--- src/design/grid_color_histogram_assert.svh ---
// Assertion macros used by the grid color histogram top level.
`ifndef GRID_COLOR_HISTOGRAM_ASSERT_SVH
`define GRID_COLOR_HISTOGRAM_ASSERT_SVH

// Checks that the consequent holds in the same cycle as the antecedent.
`define GCH_ASSERT_NOW(lbl, ante, cons, msg) \
  lbl: assert property (@(posedge clk) disable iff (rst) (ante) |-> (cons)) else $error(msg);

// Checks that the consequent holds in the cycle after the antecedent.
`define GCH_ASSERT_NEXT(lbl, ante, cons, msg) \
  lbl: assert property (@(posedge clk) disable iff (rst) (ante) |=> (cons)) else $error(msg);

`endif

--- src/design/gch_pkg.sv ---
// Package with the shared constants and types of the grid color histogram.
package gch_pkg;

  // Default values of the top-level parameters.
  localparam int LEVELS_DEFAULT   = 4;
  localparam int MAX_GRID_DEFAULT = 4;
  localparam int MAX_SIZE_DEFAULT = 256;

  // Fixed widths of the fields and of the histogram store.
  localparam int STORE_DEPTH = 1024;
  localparam int BIN_W       = 10;
  localparam int COUNT_W     = 17;
  localparam int SIZE_W      = 9;
  localparam int GRID_REG_W  = 3;
  localparam int GRID_W      = 4;
  localparam int DIV_CNT_W   = 4;
  localparam int APB_DATA_W  = 32;
  localparam int APB_ADDR_W  = 3;

  localparam logic [COUNT_W-1:0] BIN_MAX = COUNT_W'(65536);

  // Reset values of the configuration registers.
  localparam logic [SIZE_W-1:0]     IMAGE_SIZE_RESET = SIZE_W'(64);
  localparam logic [GRID_REG_W-1:0] GRID_COUNT_RESET = GRID_REG_W'(1);

  // Operation codes of an input item.
  localparam logic [1:0] OP_ACCUMULATE = 2'd0;
  localparam logic [1:0] OP_READ       = 2'd1;
  localparam logic [1:0] OP_READ_CLEAR = 2'd2;

  // Register indexes on the configuration port.
  localparam logic REG_IMAGE_SIZE = 1'b0;
  localparam logic REG_GRID_COUNT = 1'b1;

  // Crop geometry handed from the geometry unit to the datapath.
  typedef struct packed {
    logic              busy;
    logic [SIZE_W-1:0] size;
    logic [GRID_W-1:0] grid;
    logic [SIZE_W-1:0] cell_sz;
    logic [SIZE_W-1:0] crop_lo;
    logic [SIZE_W-1:0] crop_hi;
  } geom_t;

endpackage

--- src/design/gch_geom.sv ---
// Crop geometry unit: divides the image size by the grid count one bit a cycle.
module gch_geom import gch_pkg::*; #(
  parameter int MAX_GRID = MAX_GRID_DEFAULT,
  parameter int MAX_SIZE = MAX_SIZE_DEFAULT
) (
  input  logic                  clk,
  input  logic                  rst,
  input  logic                  start,
  input  logic [SIZE_W-1:0]     image_size,
  input  logic [GRID_REG_W-1:0] grid_count,
  output geom_t                 geom,
  output logic [SIZE_W-1:0]     thr [MAX_GRID]
);

  localparam int PROD_W = SIZE_W + GRID_W;

  typedef enum logic [2:0] {
    G_IDLE   = 3'b001,
    G_DIVIDE = 3'b010,
    G_FINISH = 3'b100
  } gstate_t;

  gstate_t state, state_next;

  logic [SIZE_W-1:0]    eff_size;
  logic [GRID_W-1:0]    eff_grid;
  logic [SIZE_W-1:0]    dvd;
  logic [SIZE_W-1:0]    quo;
  logic [GRID_W-1:0]    rem;
  logic [GRID_W-1:0]    dvs;
  logic [SIZE_W-1:0]    size_hold;
  logic [DIV_CNT_W-1:0] cnt;
  logic [GRID_W:0]      rem_sh;
  logic                 fits;
  logic [PROD_W-1:0]    crop_prod;
  logic [SIZE_W-1:0]    crop;
  logic [SIZE_W-1:0]    lo_next;
  logic [SIZE_W-1:0]    thr_next [MAX_GRID];
  logic [SIZE_W-1:0]    cell_sz;
  logic [SIZE_W-1:0]    crop_lo;
  logic [SIZE_W-1:0]    crop_hi;

  // Clamp the configuration to the supported range.
  always_comb begin
    if (grid_count == '0) begin
      eff_grid = GRID_W'(1);
    end else if (GRID_W'(grid_count) > GRID_W'(MAX_GRID)) begin
      eff_grid = GRID_W'(MAX_GRID);
    end else begin
      eff_grid = GRID_W'(grid_count);
    end
    if (image_size > SIZE_W'(MAX_SIZE)) begin
      eff_size = SIZE_W'(MAX_SIZE);
    end else begin
      eff_size = image_size;
    end
  end

  // One restoring division step.
  assign rem_sh = {rem, dvd[SIZE_W-1]};
  assign fits   = rem_sh >= {1'b0, dvs};

  // Crop extent and the cell boundaries from the finished quotient.
  assign crop_prod = PROD_W'(quo) * PROD_W'(dvs);
  assign crop      = crop_prod[SIZE_W-1:0];
  assign lo_next   = (size_hold - crop) >> 1;

  always_comb begin
    logic [PROD_W-1:0] prod;
    prod = '0;
    for (int k = 0; k < MAX_GRID; k++) begin
      prod = PROD_W'(k) * PROD_W'(quo);
      if (prod > PROD_W'({SIZE_W{1'b1}})) begin
        thr_next[k] = '1;
      end else begin
        thr_next[k] = prod[SIZE_W-1:0];
      end
    end
  end

  // Sequencer of the division.
  always_comb begin
    state_next = state;
    case (state)
      G_IDLE:   state_next = G_IDLE;
      G_DIVIDE: if (cnt == '0) begin
        state_next = G_FINISH;
      end
      G_FINISH: state_next = G_IDLE;
      default:  state_next = G_IDLE;
    endcase
    if (start) begin
      state_next = G_DIVIDE;
    end
  end

  always_ff @(posedge clk) begin
    if (rst) begin
      state <= G_IDLE;
    end else begin
      state <= state_next;
    end
  end

  // Divider datapath and result registers.
  always_ff @(posedge clk) begin
    if (start) begin
      dvd       <= eff_size;
      size_hold <= eff_size;
      dvs       <= eff_grid;
      rem       <= '0;
      quo       <= '0;
      cnt       <= DIV_CNT_W'(SIZE_W - 1);
    end else if (state == G_DIVIDE) begin
      rem <= fits ? GRID_W'(rem_sh - {1'b0, dvs}) : rem_sh[GRID_W-1:0];
      quo <= {quo[SIZE_W-2:0], fits};
      dvd <= {dvd[SIZE_W-2:0], 1'b0};
      cnt <= cnt - DIV_CNT_W'(1);
    end
    if (state == G_FINISH && !start) begin
      cell_sz <= quo;
      crop_lo <= lo_next;
      crop_hi <= lo_next + crop;
      thr     <= thr_next;
    end
  end

  assign geom.busy    = start || (state != G_IDLE);
  assign geom.size    = size_hold;
  assign geom.grid    = dvs;
  assign geom.cell_sz = cell_sz;
  assign geom.crop_lo = crop_lo;
  assign geom.crop_hi = crop_hi;

endmodule

--- config.mk ---
export PLATFORM = sky130hd
export DESIGN_NAME = gch_geom
export DESIGN_NICKNAME = d
export VERILOG_FILES = /design/src/design/grid_color_histogram_assert.svh /design/src/design/gch_pkg.sv /design/src/design/gch_geom.sv
export SDC_FILE = /design/constraint.sdc
export NUM_CORES = 1
export LEC_CHECK = 0
export BUFFER_PORTS_ARGS = -buffer_cell sky130_fd_sc_hd__buf_2
export CAP_MARGIN = 20
export CORE_MARGIN = 1.5
export CORE_UTILIZATION = 38
export CTS_CLUSTER_DIAMETER = 100
export DETAILED_ROUTE_END_ITERATION = 7
export GPL_TIMING_DRIVEN = 0
export HOLD_SLACK_MARGIN = 0.06
export PLACE_DENSITY = 0.66
export SLEW_MARGIN = 20
export SYNTH_ARGS = -nofsm -noshare
export SYNTH_HDL_FRONTEND = slang
export SYNTH_SLANG_ARGS = --single-unit
--- constraint.sdc ---
create_clock -name clk -period 8.05 [get_ports clk]
set_input_delay 0.805 -clock clk [delete_from_list [all_inputs] [get_ports clk]]
set_output_delay 0.805 -clock clk [all_outputs]
set_load 0.02 [all_outputs]
Yosys cells after proc, flatten, opt, wreduce, memory -nomap -nowiden
Index checks and enable logic that the tools add are counted.
- input bits: 15
- bits in registers: 95
- output and inout bits: 77
- word-level logic and storage cells: 50
- bitwise gates (word level): 1
- reduce and logical (&&, ||, !) cells: 8
- add/sub/neg operators: 4
- equal/unequal tests: 4
- multiplexer cells: 9
- multipliers: 2
- order comparisons: 6
- operators by type and width (kind ; count):
    9-bit two-way mux ; 3
    9-bit greater-than comparator, second input constant ; 2
    11-bit by 9-bit greater-than comparator with 1-bit output, second input constant ; 1
    2-bit by 9-bit multiplier with 11-bit output, first input constant ; 1
    10-bit by 9-bit greater-than comparator with 1-bit output, second input constant ; 1
    8-bit by 9-bit adder with 9-bit output ; 1
    9-bit by 4-bit multiplier with 9-bit output ; 1
    9-bit subtractor ; 1
    2-bit two-way mux ; 3
    5-bit by 4-bit greater-or-equal comparator with 1-bit output ; 1
    4-bit zero test ; 1
    4-bit two-way mux ; 1
    4-bit by 1-bit subtractor with 4-bit output, second input constant ; 1
    4-bit subtractor ; 1
    3-bit by 2-bit == test with 1-bit output, second input constant ; 1
    3-bit == test, second input constant ; 1
    3-bit greater-than comparator, second input constant ; 1
    3-bit zero test ; 1
    3-bit two-way mux ; 1
    3-bit by 1-bit inequality test with 1-bit output, second input constant ; 1
    3-bit inequality test, second input constant ; 1
    3-bit OR reduction ; 1
    2-bit nonzero test ; 1
    2-bit OR reduction ; 1
    5 further kinds ; 5

Logic depth before layout (Yosys ltp)
- depth in word-level cells: 4
- depth in mapped cells: 22
- gate-level depth less buffers: 22

Worst setup path before layout
No wires, ideal clock.
- path kind: input to register
- start point: input port start
- end point: register cell_sz[0] (enable)
- path slack: 0.977 ns
- stages on the path: 2
- path buffers: 1
- arrival: 6.463 ns
- cell sequence: clkbuf_1 > nor4b_1
- longest elaborated chain between the ends: 2
- RTL lines (element ; RTL line ; RTL):
    start: declaration ; gch_geom.sv:8 ; input logic start,
    1-bit zero test ; gch_geom.sv:120 ; if (state == G_FINISH && !start) begin
    1-bit logical AND ; gch_geom.sv:120 ;
    end signal: assignment ; gch_geom.sv:121 ; cell_sz <= quo;
    end: declaration ; gch_geom.sv:39 ; logic [SIZE_W-1:0] cell_sz;
No other way between the ends.
A chain may end at the register's enable or synchronous reset.

Worst setup path in the final report
- start point: register dvs[1]
- end point: register crop_hi[8], data pin
- longest elaborated chain between the ends: 3
- RTL lines (element ; RTL line ; RTL):
    start: declaration ; gch_geom.sv:30 ; logic [GRID_W-1:0] dvs;
    start signal: assignment ; gch_geom.sv:110 ; dvs <= eff_grid;
    9-bit by 4-bit multiplier with 9-bit output ; gch_geom.sv:64 ; assign crop_prod = PROD_W'(quo) * PROD_W'(dvs);
    9-bit subtractor ; gch_geom.sv:66 ; assign lo_next = (size_hold - crop) >> 1;
    net lo_next[6] ; gch_geom.sv:37 ; logic [SIZE_W-1:0] lo_next;
    8-bit by 9-bit adder with 9-bit output ; gch_geom.sv:123 ; crop_hi <= lo_next + crop;
    end signal: assignment ; gch_geom.sv:123 ;
    end: declaration ; gch_geom.sv:41 ; logic [SIZE_W-1:0] crop_hi;
The timed path passes the listed nets, and every way through them passes these cells.

==> results.ini <==
[global_route]
grt-busiest-layer=met2
grt_pass1_vias=3473
grt_pass1_wl_mm=16.4
grt_util_met1_pct=18.4
antenna_found_initial=0
grt.overflow.total=0
met2_usage_pct=23.3
met3_usage_pct=4.37
grt_usage_pct=14.5
grt_max_degree=18

[timing]
finalHoldViolations=0
maxSlewHeadroom_pct=58.2
fin_crit_sh_pct=67.0
finalSetupViolCount=0
period_minus_slack_ns=5.39
drv_slew=0
rsz0062_at_grt=false
fmax_mhz=185
fin_skew_ns=0.00695
worstMarginPinSlew_ns=0.627
setup_slack_ns=2.66

[floorplan]
design.die.area_um2=14600
start_util_pct=39.4
die_width_um=121
die_y_um=121
rows=42
core_area_um2=13400
io_pins=92

[routing]
via_count=3558
wl_per_cell_um=13.1
drt_pass1_iterations=4
antenna_left=0
drc_errors=0
drtIter0Drc=241
wl_mm=10.0
routed_via_density=4.66

[cells_and_area]
num_antenna_cells=0
area_growth_pct=18.8
fin_nets=653
drive_gt1_share_pct=26.0
finalInstanceArea_um2=6280

[clock_tree]
cts_tree=done
root_buffer=clkbuf_16
clkTransAtPathRegs_ns=0.07
cts.repair.resized=0
insertion_delay_ns=0.35
clk_path_buf_depth=2
cts_buffers=9
htree_levels=3
cts_hold_repair.buffers=0
cts.sinks=93
postCtsSetupRepairBufs=0

[power]
irDropWorstVdd_uv=92.6
power_leakage_nw=2.77
power_density_nw_per_um2=167

[synth]
post_synth_num_cell_types=53
synth_cells=474
ys_seq_area_share_pct=49.1
yosys_warnings=0
yosys.area.top_type_share_pct=41.5
ys_seq_elements=93
synth_common_cells=edfxtp_1, ha_1, inv_1, nand2_1, xnor2_1
yosys.area.top_type=edfxtp_1
yosys-top-cells-area=edfxtp_1, ha_1, dfxtp_1
synth-edff-count=73
avgSynthCellArea_um2=11.1
synthesis.area_um2=5290
yosys.cell_count.top_type=edfxtp_1
yosys_most_used_dff=edfxtp_1
synthArstFlopShare_pct=0

[placed_design]
place_area_um2=5990
gp_congestion=0.804
port_buffers=80
post-place-ws_ns=2.72
hpwl_mm=7.59

[worst_setup_path]
start_kind=flip-flop
required_ns=8.14
crit_fanout=10
crit_type=reg -> reg
crit_path_end_kind=flip-flop
arrival_ns=5.48

[run_status]
status=finished, final reports clean

[min_path]
hold_path.class=reg -> reg

[flow_run]
drv_cap=0

## where the power goes
group	internal (mW)	leakage (nW)	switching, mW
clock network	0.213	0.138	0.186
logic	0.0468	1.79	0.0619
registers	0.531	0.847	0.00961
## layout make-up
cell class | instances | area, um2
fill | 1252 | 7120
sequential | 93 | 2590
multi-input combinational | 324 | 2430
timing repair buffer | 88 | 445
clock buffer | 9 | 225
tap | 176 | 220
inverter | 43 | 161
buffer | 24 | 145
clock inverter | 7 | 58.8
## metal layers
layer	part of all wire (%)	vias to the layer above
li1	-	1822
met1	47	1643
met4	1.4	0
met3	5.4	7
met2	47	86
met5	0	-
## logic make-up after synthesis
kind of cell | after synthesis | synth area share (%)
AO/OA/AOI/OAI | 65 | 7.95
XOR/XNOR | 33 | 5.61
adder cells (fa/ha/maj) | 55 | 14.4
buffers and inverters | 67 | 5.80
flip-flops | 93 | 49.1
multiplexers | 9 | 1.89
other | 1 | 0.0710
AND/OR/NAND/NOR | 151 | 15.2
## layout by cell type (no fill, tap or decap), drive strengths merged, types with 3 or more instances in the layout
| cell | count |
|---|---|
| buf | 105 |
| edfxtp | 73 |
| ha | 45 |
| inv | 45 |
| nand2 | 40 |
| xnor2 | 28 |
| a21oi | 28 |
| nor2 | 26 |
| dfxtp | 20 |
| and2 | 18 |
| nor2b | 16 |
| clkbuf | 16 |
| nand2b | 14 |
| conb | 11 |
| or2 | 10 |
| fa | 10 |
| o21ai | 9 |
| a21o | 8 |
| mux2 | 8 |
| nand3 | 7 |
| xor2 | 5 |
| nand3b | 4 |
| nor3 | 4 |
| a211oi | 4 |
| clkinv | 4 |
| a21boi | 3 |
| o21bai | 3 |
| nor4b | 3 |
## path summary, 6_finish.rpt
kind	startpoint	endpoint	slack, ns	depth (start not counted)
worst max register to register	dvs[1]$_SDFFCE_PP0P_	crop_hi[8]$_DFFE_PP_	2.66	19
worst min-delay path	rem[3]$_SDFFE_PP0N_	rem[3]$_SDFFE_PP0N_	0.47	2
worst max-delay path	dvs[1]$_SDFFCE_PP0P_	crop_hi[8]$_DFFE_PP_	2.66	19
worst min register to register	rem[3]$_SDFFE_PP0N_	rem[3]$_SDFFE_PP0N_	0.47	2
## registers in the layout, summed over array words and instances, names as in the netlist
signal and count:
dvd 9, rem 4, crop_lo 8, dvs 3
crop_hi 9, quo 9, state 3, thr 27
cell_sz 8, cnt 4, size_hold 9
## per-stage QoR
step	util (%)	TNS (ns)	cells	hold slack [ns]	power, mW
2_1_floorplan	-	0	484	0.431	0.629
3_3_place_gp	44.4	-73.62	740	0.443	0.656
3_5_place_dp	44.7	0	748	0.461	0.659
4_1_cts	46.9	0	764	0.470	1.06
5_1_grt	46.9	0	764	0.502	1.09
6_report	46.9	0	764	0.469	1.05
## critical path, cell delays in order (launching register included)
cell and delay (ns):
edfxtp_1 0.57, and2_2 0.28, ha_1 0.31, fa_1 0.54, ha_1 0.31, a21o_1 0.17, a21oi_1 0.22, o21bai_1 0.09
a21oi_1 0.17, xnor2_1 0.20, inv_1 0.08, ha_1 0.36, nor4b_1 0.17, a2111oi_0 0.43, o311ai_1 0.24, ha_1 0.35
or2_2 0.29, a21oi_1 0.15, a21oi_1 0.07, xnor2_1 0.14
Note: power is estimated with default switching activity, not from simulation.
